`config.mk`:
```
export PLATFORM = sky130hd
export DESIGN_NAME = bus_presence_conflict_tracker_top
export DESIGN_NICKNAME = d
export VERILOG_FILES = /design/src/rtl/core/bpct_pkg.sv /design/src/rtl/core/bpct_front.sv /design/src/rtl/core/bpct_back.sv /design/src/rtl/core/bpct_outq.sv /design/src/rtl/core/bus_presence_conflict_tracker_top.sv
export SDC_FILE = /design/constraint.sdc
export NUM_CORES = 2
export LEC_CHECK = 0
export ABC_AREA = 0
export BUFFER_PORTS_ARGS = -buffer_cell sky130_fd_sc_hd__buf_2
export CAP_MARGIN = 0
export CORE_MARGIN = 5
export CORE_UTILIZATION = 48
export CTS_CLUSTER_DIAMETER = 200
export DETAILED_ROUTE_END_ITERATION = 16
export SKIP_LAST_GASP = 1
export SLEW_MARGIN = 10
export SYNTH_ARGS = -nofsm -noshare
export SYNTH_HDL_FRONTEND = slang
export SYNTH_SLANG_ARGS = --single-unit
export TNS_END_PERCENT = 50
```
`constraint.sdc`:
```
create_clock -name i_clk -period 11.2 [get_ports i_clk]
set_input_delay 1.68 -clock i_clk [delete_from_list [all_inputs] [get_ports i_clk]]
set_output_delay 1.68 -clock i_clk [all_outputs]
set_load 0.01 [all_outputs]
```
`src/rtl/core/bpct_pkg.sv`:
```
// types, constants and reset values shared by the presence tracker
`default_nettype none

package bpct_pkg;

    localparam int ADDRESS_COUNT_DEF = 128;
    localparam int DETECT_CYCLES     = 2;

    localparam logic [1:0] DET    = 2'(DETECT_CYCLES);
    localparam logic [1:0] DET_M1 = 2'(DETECT_CYCLES - 1);

    localparam logic [1:0] EV_CONFIRM    = 2'd0;
    localparam logic [1:0] EV_ADD        = 2'd1;
    localparam logic [1:0] EV_REASSIGN   = 2'd2;
    localparam logic [1:0] EV_DISCONNECT = 2'd3;

    localparam logic [2:0] CFG_DELETE_CYCLES = 3'd0;
    localparam logic [2:0] CFG_RANDOM_LOW    = 3'd1;
    localparam logic [2:0] CFG_CONFLICT_LOW  = 3'd2;
    localparam logic [2:0] CFG_CONFLICT_HIGH = 3'd3;
    localparam logic [2:0] CFG_DYNAMIC_LOW   = 3'd4;
    localparam logic [2:0] CFG_DYNAMIC_HIGH  = 3'd5;

    localparam logic [3:0] RST_DELETE_CYCLES = 4'd3;
    localparam logic [6:0] RST_RANDOM_LOW    = 7'd16;
    localparam logic [6:0] RST_CONFLICT_LOW  = 7'd80;
    localparam logic [6:0] RST_CONFLICT_HIGH = 7'd95;
    localparam logic [6:0] RST_DYNAMIC_LOW   = 7'd96;
    localparam logic [6:0] RST_DYNAMIC_HIGH  = 7'd127;

    typedef struct packed {
        logic [3:0] delete_cycles;
        logic [6:0] random_low;
        logic [6:0] conflict_low;
        logic [6:0] conflict_high;
        logic [6:0] dynamic_low;
        logic [6:0] dynamic_high;
    } t_cfg;

    typedef struct packed {
        logic [6:0] addr;
        logic       acked;
        logic       scan;
        logic       in_range;
        logic       dyn;
        logic       rnd;
        logic       above;
        logic       diff_nz;
        logic [4:0] bit_pos;
    } t_job;

    typedef struct packed {
        logic [1:0] kind;
        logic [6:0] addr;
        logic [4:0] bit_pos;
        logic [6:0] new_a0;
        logic [6:0] new_a1;
        logic       last;
    } t_evt;

    typedef struct packed {
        logic [1:0] cnt;
        t_evt       ev0;
        t_evt       ev1;
    } t_push;

endpackage

`default_nettype wire

```
`src/rtl/core/bpct_front.sv`:
```
// front end: accepts probes, classifies them and queues them for the table stage
`default_nettype none

module bpct_front
    import bpct_pkg::*;
#(
    parameter int ADDRESS_COUNT = ADDRESS_COUNT_DEF
) (
    input  wire         i_clk,
    input  wire         i_rst_n,
    input  t_cfg        i_cfg,
    input  wire         i_valid,
    output logic        o_ready,
    input  wire  [6:0]  i_addr,
    input  wire         i_acked,
    input  wire  [31:0] i_id,
    input  wire  [31:0] i_id_inv,
    input  wire         i_scan,
    output logic        o_job_valid,
    output t_job        o_job,
    input  wire         i_job_pop
);

    logic [31:0] diff;
    logic [3:0]  byte_nz;
    logic [1:0]  byte_sel;
    logic [7:0]  sel_byte;
    logic [2:0]  bit_in_byte;
    t_job        job_in;

    t_job        r_q [2];
    logic        r_wp, r_rp;
    logic [1:0]  r_cnt, n_cnt;
    logic        push;

    assign diff = i_id ^ i_id_inv;

    always_comb begin
        for (int i = 0; i < 4; i++) begin
            byte_nz[i] = |diff[8*i +: 8];
        end
        byte_sel = 2'd0;
        for (int i = 3; i >= 0; i--) begin
            if (byte_nz[i]) begin
                byte_sel = 2'(i);
            end
        end
        sel_byte    = diff[{byte_sel, 3'b000} +: 8];
        bit_in_byte = 3'd0;
        for (int i = 7; i >= 0; i--) begin
            if (sel_byte[i]) begin
                bit_in_byte = 3'(i);
            end
        end
    end

    always_comb begin
        job_in.addr     = i_addr;
        job_in.acked    = i_acked;
        job_in.scan     = i_scan;
        job_in.in_range = ({1'b0, i_addr} < 8'(ADDRESS_COUNT));
        job_in.dyn      = (i_addr >= i_cfg.dynamic_low) && (i_addr <= i_cfg.dynamic_high);
        job_in.rnd      = (i_addr >= i_cfg.random_low) && (i_addr <= i_cfg.conflict_high);
        job_in.above    = (i_addr > i_cfg.conflict_high);
        job_in.diff_nz  = |byte_nz;
        job_in.bit_pos  = {byte_sel, bit_in_byte};
    end

    assign o_ready     = (r_cnt != 2'd2);
    assign push        = i_valid && o_ready;
    assign o_job_valid = (r_cnt != 2'd0);
    assign o_job       = r_q[r_rp];

    always_comb begin
        n_cnt = r_cnt;
        if (push && !i_job_pop) begin
            n_cnt = r_cnt + 2'd1;
        end else if (!push && i_job_pop) begin
            n_cnt = r_cnt - 2'd1;
        end
    end

    always_ff @(posedge i_clk) begin
        if (!i_rst_n) begin
            r_wp  <= 1'b0;
            r_rp  <= 1'b0;
            r_cnt <= 2'd0;
        end else begin
            if (push) begin
                r_wp <= ~r_wp;
            end
            if (i_job_pop) begin
                r_rp <= ~r_rp;
            end
            r_cnt <= n_cnt;
        end
    end

    always_ff @(posedge i_clk) begin
        if (push) begin
            r_q[r_wp] <= job_in;
        end
    end

endmodule

`default_nettype wire

```
`src/rtl/core/bpct_back.sv`:
```
// back end: per-address table read-modify-write, conflict counter and event build
`default_nettype none

module bpct_back
    import bpct_pkg::*;
#(
    parameter int ADDRESS_COUNT = ADDRESS_COUNT_DEF
) (
    input  wire   i_clk,
    input  wire   i_rst_n,
    input  t_cfg  i_cfg,
    input  wire   i_job_valid,
    input  t_job  i_job,
    output logic  o_job_pop,
    input  wire   i_room,
    output t_push o_push
);

    localparam int AW = $clog2(ADDRESS_COUNT);

    localparam logic S_RD = 1'b0;
    localparam logic S_EX = 1'b1;

    logic [0:0]   r_state;
    t_job         r_job;
    logic [6:0]   r_off;

    // entry: count in [5:4], miss count in [3:0]
    logic [5:0]   r_mem [ADDRESS_COUNT];
    logic [ADDRESS_COUNT-1:0] r_vld;
    logic [5:0]   r_rd_data;
    logic         r_rd_vld;

    logic         ex;
    logic [AW-1:0] rd_idx, wr_idx;
    logic [1:0]   c, nw, devx;
    logic [3:0]   m, mi, m_n;
    logic         ack_conf, chg_re, chg_add, chg_conf, disc, x_v;
    logic [6:0]   off_cur, a0, a1, off_nx;
    logic [7:0]   off2;
    logic [8:0]   off_sum;
    t_evt         ev_x, ev_y;

    assign ex        = (r_state == S_EX);
    assign o_job_pop = (r_state == S_RD) && i_job_valid && i_room;
    assign rd_idx    = i_job.addr[AW-1:0];
    assign wr_idx    = r_job.addr[AW-1:0];

    always_comb begin
        c        = r_rd_vld ? r_rd_data[5:4] : 2'd0;
        m        = r_rd_vld ? r_rd_data[3:0] : 4'd0;
        nw       = c;
        devx     = c;
        mi       = m;
        m_n      = m;
        ack_conf = 1'b0;
        chg_re   = 1'b0;
        chg_add  = 1'b0;
        chg_conf = 1'b0;
        disc     = 1'b0;
        if (r_job.acked) begin
            if (c == DET) begin
                if (r_job.dyn) begin
                    ack_conf = 1'b1;
                    m_n      = 4'd0;
                end
            end else if (c != 2'd3) begin
                nw = c + 2'd1;
            end
        end else begin
            if (c == DET) begin
                mi = (m != 4'hf) ? m + 4'd1 : m;
                if (mi >= i_cfg.delete_cycles) begin
                    nw = 2'd0;
                    mi = 4'd0;
                end
                m_n = mi;
            end else begin
                devx = 2'd0;
                nw   = 2'd0;
            end
        end
        if (nw != devx) begin
            if (nw == DET) begin
                if (r_job.rnd) begin
                    if (r_job.diff_nz) begin
                        chg_re = 1'b1;
                    end else if (devx == DET_M1) begin
                        chg_add = 1'b1;
                    end
                end
                if (r_job.dyn) begin
                    chg_conf = 1'b1;
                    m_n      = 4'd0;
                end
            end else if (nw == 2'd0) begin
                if (r_job.above && devx == DET) begin
                    disc = 1'b1;
                end
            end
        end
    end

    // conflict address pair and wrapping offset
    always_comb begin
        off_cur = r_job.scan ? 7'd0 : r_off;
        a0      = i_cfg.conflict_low + off_cur;
        a1      = a0 + 7'd1;
        off2    = {1'b0, off_cur} + 8'd2;
        off_sum = {2'b00, i_cfg.conflict_low} + {1'b0, off2};
        off_nx  = (off_sum >= {2'b00, i_cfg.conflict_high}) ? 7'd0 : off2[6:0];
    end

    always_comb begin
        x_v          = ack_conf || chg_re || chg_add || disc;
        ev_x.kind    = ack_conf ? EV_CONFIRM :
                       chg_re   ? EV_REASSIGN :
                       chg_add  ? EV_ADD : EV_DISCONNECT;
        ev_x.addr    = r_job.addr;
        ev_x.bit_pos = chg_re ? r_job.bit_pos : 5'd0;
        ev_x.new_a0  = chg_re ? a0 : 7'd0;
        ev_x.new_a1  = chg_re ? a1 : 7'd0;
        ev_x.last    = !chg_conf;
        ev_y.kind    = EV_CONFIRM;
        ev_y.addr    = r_job.addr;
        ev_y.bit_pos = 5'd0;
        ev_y.new_a0  = 7'd0;
        ev_y.new_a1  = 7'd0;
        ev_y.last    = 1'b1;
        o_push.ev1   = ev_y;
        if (!ex) begin
            o_push.cnt = 2'd0;
            o_push.ev0 = ev_x;
        end else if (x_v && chg_conf) begin
            o_push.cnt = 2'd2;
            o_push.ev0 = ev_x;
        end else if (x_v) begin
            o_push.cnt = 2'd1;
            o_push.ev0 = ev_x;
        end else if (chg_conf) begin
            o_push.cnt = 2'd1;
            o_push.ev0 = ev_y;
        end else begin
            o_push.cnt = 2'd0;
            o_push.ev0 = ev_x;
        end
    end

    always_ff @(posedge i_clk) begin
        if (!i_rst_n) begin
            r_state <= S_RD;
            r_off   <= 7'd0;
            r_vld   <= '0;
        end else begin
            unique case (r_state)
                S_RD: begin
                    if (o_job_pop) begin
                        if (i_job.in_range) begin
                            r_state <= S_EX;
                        end else if (i_job.scan) begin
                            r_off <= 7'd0;
                        end
                    end
                end
                S_EX: begin
                    r_vld[wr_idx] <= 1'b1;
                    r_off         <= chg_re ? off_nx : off_cur;
                    r_state       <= S_RD;
                end
                default: r_state <= S_RD;
            endcase
        end
    end

    always_ff @(posedge i_clk) begin
        if (o_job_pop) begin
            r_job     <= i_job;
            r_rd_data <= r_mem[rd_idx];
            r_rd_vld  <= r_vld[rd_idx];
        end
        if (ex) begin
            r_mem[wr_idx] <= {nw, m_n};
        end
    end

endmodule

`default_nettype wire

```
`src/rtl/core/bpct_outq.sv`:
```
// four-entry event queue between the table stage and the result stream
`default_nettype none

module bpct_outq
    import bpct_pkg::*;
(
    input  wire   i_clk,
    input  wire   i_rst_n,
    input  t_push i_push,
    output logic  o_room,
    output logic  o_valid,
    input  wire   i_ready,
    output t_evt  o_evt
);

    t_evt       r_buf [4];
    logic [1:0] r_wp, r_rp;
    logic [2:0] r_cnt;
    logic       pop;

    assign o_room  = (r_cnt <= 3'd2);
    assign o_valid = (r_cnt != 3'd0);
    assign o_evt   = r_buf[r_rp];
    assign pop     = o_valid && i_ready;

    always_ff @(posedge i_clk) begin
        if (!i_rst_n) begin
            r_wp  <= 2'd0;
            r_rp  <= 2'd0;
            r_cnt <= 3'd0;
        end else begin
            r_wp  <= r_wp + i_push.cnt;
            r_rp  <= r_rp + {1'b0, pop};
            r_cnt <= r_cnt + {1'b0, i_push.cnt} - {2'b00, pop};
        end
    end

    always_ff @(posedge i_clk) begin
        if (i_push.cnt != 2'd0) begin
            r_buf[r_wp] <= i_push.ev0;
        end
        if (i_push.cnt == 2'd2) begin
            r_buf[r_wp + 2'd1] <= i_push.ev1;
        end
    end

endmodule

`default_nettype wire

```
`src/rtl/core/bus_presence_conflict_tracker_top.sv`:
```
// top level of the bus presence and address conflict tracker
//
//  channel   | direction | handshake               | payload
//  ----------+-----------+-------------------------+---------------------------------
//  s_axis    | in        | tvalid / tready         | tdata probe, tuser scan start
//  m_axis    | out       | tvalid / tready / tlast | tdata event, tuser event kind
//  cfg       | in        | i_cfg_we                | i_cfg_idx, i_cfg_data
//
// in the table stage a probe first reads its entry (S_RD), then updates it (S_EX)
// through the single table port; the classify stage and a 2-deep queue sit in front
// reset is synchronous, active low; the table reads as zero until an entry is written
// up to 4 events wait in the output queue; the table stage stalls only when fewer
// than 2 slots are free, the input stalls only when the front queue is full
`default_nettype none

module bus_presence_conflict_tracker_top
    import bpct_pkg::*;
#(
    parameter int ADDRESS_COUNT = ADDRESS_COUNT_DEF
) (
    input  wire         i_clk,
    input  wire         i_rst_n,
    input  wire         s_axis_tvalid,
    output logic        s_axis_tready,
    // probe_address[6:0], acked[7], id_word[39:8], id_inverse_word[71:40]
    input  wire  [71:0] s_axis_tdata,
    // scan_start[0]
    input  wire  [0:0]  s_axis_tuser,
    output logic        m_axis_tvalid,
    input  wire         m_axis_tready,
    // event_address[6:0], differing_bit[11:7], first_new_address[18:12],
    // second_new_address[25:19], zero[31:26]
    output logic [31:0] m_axis_tdata,
    // event_kind[1:0]
    output logic [1:0]  m_axis_tuser,
    output logic        m_axis_tlast,
    input  wire         i_cfg_we,
    input  wire  [2:0]  i_cfg_idx,
    input  wire  [6:0]  i_cfg_data
);

    t_cfg  r_cfg;
    logic  job_valid, job_pop, room;
    t_job  job;
    t_push push;
    t_evt  evt;

    always_ff @(posedge i_clk) begin
        if (!i_rst_n) begin
            r_cfg.delete_cycles <= RST_DELETE_CYCLES;
            r_cfg.random_low    <= RST_RANDOM_LOW;
            r_cfg.conflict_low  <= RST_CONFLICT_LOW;
            r_cfg.conflict_high <= RST_CONFLICT_HIGH;
            r_cfg.dynamic_low   <= RST_DYNAMIC_LOW;
            r_cfg.dynamic_high  <= RST_DYNAMIC_HIGH;
        end else if (i_cfg_we) begin
            unique case (i_cfg_idx)
                CFG_DELETE_CYCLES: r_cfg.delete_cycles <= i_cfg_data[3:0];
                CFG_RANDOM_LOW:    r_cfg.random_low    <= i_cfg_data;
                CFG_CONFLICT_LOW:  r_cfg.conflict_low  <= i_cfg_data;
                CFG_CONFLICT_HIGH: r_cfg.conflict_high <= i_cfg_data;
                CFG_DYNAMIC_LOW:   r_cfg.dynamic_low   <= i_cfg_data;
                CFG_DYNAMIC_HIGH:  r_cfg.dynamic_high  <= i_cfg_data;
                default: ;
            endcase
        end
    end

    bpct_front #(
        .ADDRESS_COUNT (ADDRESS_COUNT)
    ) u_front (
        .i_clk       (i_clk),
        .i_rst_n     (i_rst_n),
        .i_cfg       (r_cfg),
        .i_valid     (s_axis_tvalid),
        .o_ready     (s_axis_tready),
        .i_addr      (s_axis_tdata[6:0]),
        .i_acked     (s_axis_tdata[7]),
        .i_id        (s_axis_tdata[39:8]),
        .i_id_inv    (s_axis_tdata[71:40]),
        .i_scan      (s_axis_tuser[0]),
        .o_job_valid (job_valid),
        .o_job       (job),
        .i_job_pop   (job_pop)
    );

    bpct_back #(
        .ADDRESS_COUNT (ADDRESS_COUNT)
    ) u_back (
        .i_clk       (i_clk),
        .i_rst_n     (i_rst_n),
        .i_cfg       (r_cfg),
        .i_job_valid (job_valid),
        .i_job       (job),
        .o_job_pop   (job_pop),
        .i_room      (room),
        .o_push      (push)
    );

    bpct_outq u_outq (
        .i_clk   (i_clk),
        .i_rst_n (i_rst_n),
        .i_push  (push),
        .o_room  (room),
        .o_valid (m_axis_tvalid),
        .i_ready (m_axis_tready),
        .o_evt   (evt)
    );

    assign m_axis_tdata = {6'd0, evt.new_a1, evt.new_a0, evt.bit_pos, evt.addr};
    assign m_axis_tuser = evt.kind;
    assign m_axis_tlast = evt.last;

endmodule

`default_nettype wire

```
# == Yosys cells after proc, flatten, opt, wreduce, memory -nomap -nowiden ==
# Memory sizes are Yosys's and may differ from the RTL's. A register that Yosys moved wholly into a read port is not among the register bits.
# Index checks and enable logic that the tools add are counted.
# W data, S select, Z words.
# word_totals
ff_bits,205
ram_bits,920
elab_cells,194
n_memories,3
# op_classes
add_sub_neg,13
n_lt_le_gt_ge,11
eq_ne,17
shifts,1
muxes,85
n_bitwise,5
n_reduce_logical,35
# mem_list
name,depth,word_bits,read_ports,rd_ports_with_merged_regs,wr,line,source
u_back.r_mem,128,6,1,1,1,bpct_back.sv:29,logic [5:0] r_mem [ADDRESS_COUNT];
u_outq.r_buf,4,29,1,1,2,bpct_outq.sv:16,t_evt r_buf [4];
u_front.r_q,2,18,1,1,1,bpct_front.sv:31,t_job r_q [2];
# ops
op,n
$or A128 B128 Y128,1
$mux W31,3
$mux W7,8
$mux W4,10
$mux W2,18
$mux W1,32
$reduce_or A32 Y1,1
$reduce_or A8 Y1,4
$shiftx A32 B6 Y8,1
$xor A32 B32 Y32,1
$mux W30,1
$mux W3,8
$lt A7 B8 Y1 const B,2
$ge A7 B7 Y1,2
$le A7 B7 Y1,2
$pmux W7 S2,1
$reduce_and A2 Y1,6
$logic_and A1 B1 Y1,11
$add A7 B8 Y9,1
$ge A9 B7 Y1,1
$add A7 B2 Y8 const B,1
$eq A2 B2 Y1 const B,4
$ne A2 B2 Y1 const B,4
$add A7 B1 Y7 const B,1
31 further kinds,43

# == Longest topological paths before layout ==
# depth
word_depth,20
mapped_depth,21

# == By module ==
# From an unflattened synthesis, not the netlist that was laid out.
# unflattened
cells_unflattened,2778
hier_area_um2,48052.3
# by_module_without_submodules
mod,instances,cells_per_inst,area_per_inst_um2,seq_area_each_um2
bpct_back,1,2031,37474.7,26535.4
bpct_outq,1,325,6053.3,3623.5
bpct_front,1,265,2914.0,1181.1
bus_presence_conflict_tracker_top,1,157,1610.3,780.7

# == Worst setup path after synthesis ==
# No wires, ideal clock.
# synth_timing
kind,reg2reg
from,register u_back.r_rd_vld
to,"memory u_back.r_mem[0][1], data pin"
setup_ns,0.797
arrival_time_ns,9.580
path_slack_ns,0.824
path_stages_with_launch,13
path_buffers,1
period_less_slack_ns,10.376
path_cell_list,edfxtp_1 clkbuf_1 and2_1 ha_1 nand4_1 xor2_1 ha_1 nand2b_1 a2111oi_2 nor2_1 o22ai_1 nor3b_2 nor2_1
# synth_between
elab_chain_len,10
elab_cells_between_ends,26
cone_classes,2 x add/sub; 1 x order compare; 5 x eq/ne; 18 x mux
# synth_rtl
item,line,source
"start, declared",bpct_back.sv:32,logic r_rd_vld;
"start signal, assigned",bpct_back.sv:179,r_rd_vld <= r_vld[rd_idx];
$mux W4,bpct_back.sv:51,m = r_rd_vld ? r_rd_data[3:0] : 4'd0;
$add A4 B1 Y4 or $ne A4 B4 Y1 (tied branches),bpct_back.sv:72,mi = (m != 4'hf) ? m + 4'd1 : m;
$mux W4,bpct_back.sv:72,
$ge A4 B4 Y1,bpct_back.sv:73,if (mi >= i_cfg.delete_cycles) begin
$mux W2,bpct_back.sv:73,
$mux W2,bpct_back.sv:71,if (c == DET) begin
$mux W2 (*),bpct_back.sv:61,if (r_job.acked) begin
net u_back.nw[0],bpct_back.sv:36,"logic [1:0] c, nw, devx;"
$eq A2 B2 Y1,bpct_back.sv:84,if (nw == DET) begin
$mux W4,bpct_back.sv:84,
$mux W4 (*),bpct_back.sv:83,if (nw != devx) begin
net u_back.m_n[1],bpct_back.sv:37,"logic [3:0] m, mi, m_n;"
"end, declared",bpct_back.sv:29,
# Mark *: on every way through the listed nets, which the timed path passes. The rest lies on a longest branch.

==> results.cfg <==
[sta]
slew_violations = 0
finalCriticalPeriod_ns = 5.847
slew_headroom = 0.1447
rsz0062_at_grt = false
tns_ns = 0
tightest_slew_ns = 1.273
whs_ns = 0.4511
fmax_ghz = 0.1710
hold_violations = 0
fin_skew_ns = 0.03126
fin_crit_sh = 0.5221
worst_slack_ns = 5.353
setup_viol_count_final = 0

[die]
rows = 114
dieArea_um2 = 103900
ios = 125
core_um2 = 96710
start_util = 0.4842
die_y_um = 322.3
fp.dieW_um = 322.3

[routing]
postRouteAntennaNets = 0
first_pass_iters = 6
wl_per_cell_um = 24.45
wl_mm = 118.5
drc = 0
vias = 28770
avgViaCountPerCell = 5.938
drt_iter0_drc = 2736

[global_route]
grt_pass1_wl_mm = 181.4
grt_max_degree = 162
grt_util_all_layers = 0.2260
gr-total-overflow = 0
grt_pass1_vias = 28940
antenna_found_initial = 3

[min_path]
hp-class = reg2reg
hold_path.startpoint = u_outq.r_buf[2][10]

[cells_and_area]
drive_above_1_share = 0.1555
syn_to_final_growth_pct = 12.37
finish.net_count = 3622
utilization = 0.5441

[critical_path]
critPathKind = reg2reg
cpPeakStageDelay_ns = 0.79
cp-end-kind = flip-flop
worstPathCellList = nand2_1 > inv_1 > ha_1 > nand4_1 > xor2_1 > ha_1 > nand2b_1 > a2111oi_2 > o21ai_1 > o41a_1 > a21o_1 > nand2_1 > ha_1 > mux2_2 > nand3_1 > inv_1
startpoint_type = flip-flop
worstPathRequired_ns = 11.54
crit-reg2reg-launch = u_back.r_rd_vld
cpMaxStageDelayCell = nand3_1
critPathArrivalTime_ns = 6.19
path_common_cell = ha_1
crit_fanout = 23
critPathLaunch = u_back.r_rd_vld

[clock_network]
cts_tree = yes
clk_path_buf_depth = 3
ctsHoldBuffers = 0
root_buffer = clkbuf_16
cts.repair.resized = 0
cts_buffers = 114
clkSlewWorstSetupHoldPaths_ns = 0.06
insertion_delay_ns = 0.70
postCtsSetupBuffers = 0
clock_sinks = 1132
htreeDepth = 3

[logic_synthesis]
synth_xor_xnor_area_share = 0.01048
synth_mux_area_frac = 0.09444
synth.avg_cell_area_um2 = 13.89
synth_top_area_cell = edfxtp_1
synth-compound-area-share = 0.07889
synthFlopType = edfxtp_1
netlist.area_leader.share = 0.5496
synth_seq_cells = 1132
netlist_instances = 3371
syn-cell-area_um2 = 46820
synth_cell_types = 82
yosysMostFrequentCell = edfxtp_1
synthAdderAreaFrac = 0.01865
yosys.area_share.simple = 0.1071
synthArstFlopShare = 0
synth_edf_count = 857
yosys-top-cells-area = edfxtp_1, dfxtp_1, mux4_2, nand2_1, nand3_1
yosys-top-cells-count = edfxtp_1, nand2_1, dfxtp_1
ys_warn_count = 0
yosysSeqAreaShare = 0.6672
synth_top_family_by_area = simple AND/OR/NAND/NOR gates

[placement]
hpwlAfterDp_mm = 74.44
place_congestion = 0.8809
port_buffers = 118
place_ws_ns = 5.404

[pwr]
irDropWorstVdd_uv = 327.5
pwr_density_cell_nw_per_um2 = 229.5
power_mw = 12.08
leakagePower_nw = 18.28

[status]
status = finished, final reports clean

[flow_run]
maxCapViolCount = 0
==> where the power goes <==
part	switching [mW]	internal [mW]	total (mW)
logic	1.93	0.765	2.70
registers	0.170	5.26	5.43
clock network	1.61	2.33	3.94
==> path summary, 6_finish.rpt <==
path	endpoint	slack, ns	cells after the start
worst max register to register	u_outq.r_buf[1][21]	5.35	16
worst max-delay path	u_outq.r_buf[1][21]	5.35	16
worst min-delay path	u_outq.r_buf[2][10]	0.45	2
worst min register to register	u_outq.r_buf[2][10]	0.45	2
==> per-stage QoR <==
stage	instances	area [um2]
final	4845	52610
after global routing	4845	52610
after CTS	4844	52610
after detailed placement	4626	48670
after global placement	4626	48670
after floorplan	3376	46840
==> placed cells by master, fill, tap and decap left out, drive strengths merged, types with 15 or more instances in the layout <==
cell type	n
edfxtp	857
nand2	495
dfxtp	275
nand3	225
nor2	188
buf	158
mux4	150
clkbuf	145
o21a	134
mux2i	85
inv	75
ha	65
a22o	56
o21ai	50
clkinv	50
and2	43
a21oi	42
a22oi	38
nand4	32
o211ai	31
xor2	30
and3	27
xnor2	26
nor3	25
a21boi	25
nor2b	20
a32oi	18
mux2	16
a311oi	16
nand2b	15
bufinv	15
==> flip-flops by register name (all words and copies together) (netlist names), named ones only <==
signal / flops
u_back.r_mem: 768
u_back.r_vld: 128
u_outq.r_buf: 116
r_cfg: 39
u_front.r_q: 36
u_back.r_job: 11
u_back.r_off: 7
u_back.wr_idx: 7
u_back.r_rd_data: 6
u_outq.r_cnt: 3
u_front.r_cnt: 2
u_outq.r_rp: 2
u_outq.r_wp: 2
u_back.ex: 1
u_back.r_rd_vld: 1
u_front.r_rp: 1
u_front.r_wp: 1
==> worst max-delay path, delay by kind of cell, from the launching register on <==
kind | cells | cell delay, ns
AO/OA/AOI/OAI | 4 | 1.47
AND/OR/NAND/NOR | 5 | 1.36
buffers and inverters | 2 | 0.83
adder cells (fa/ha/maj) | 3 | 0.81
flip-flops | 1 | 0.53
multiplexers | 1 | 0.27
XOR/XNOR | 1 | 0.23
==> final cells by class <==
type	count	area, um2
Antenna cell	1	2.502
Clock buffer	145	3142
Clock inverter	73	790.8
Fill cell	7855	44090
Inverter	70	276.5
Multi-Input combinational cell	1990	14640
Sequential cell	1132	31240
Tap cell	1276	1597
Timing Repair Buffer	158	922.1
==> routing by layer <==
metal | track usage | vias up | wire, um
li1 | - | 12930 | -
met1 | 0.3258 | 14570 | 50440
met2 | 0.3596 | 1053 | 56220
met3 | 0.03890 | 221 | 8467
met4 | 0.06255 | 2 | 3338
met5 | 0 | - | 12
==> cell families (layout without fill, tap and decap cells) <==
kind of cell / after synthesis / count (layout)
other: 1 / 7
AND/OR/NAND/NOR: 1111 / 1111
AO/OA/AOI/OAI: 498 / 498
buffers and inverters: 254 / 446
flip-flops: 1132 / 1132
adder cells (fa/ha/maj): 68 / 68
XOR/XNOR: 56 / 56
multiplexers: 251 / 251
Power figures use the tool's default switching activity.
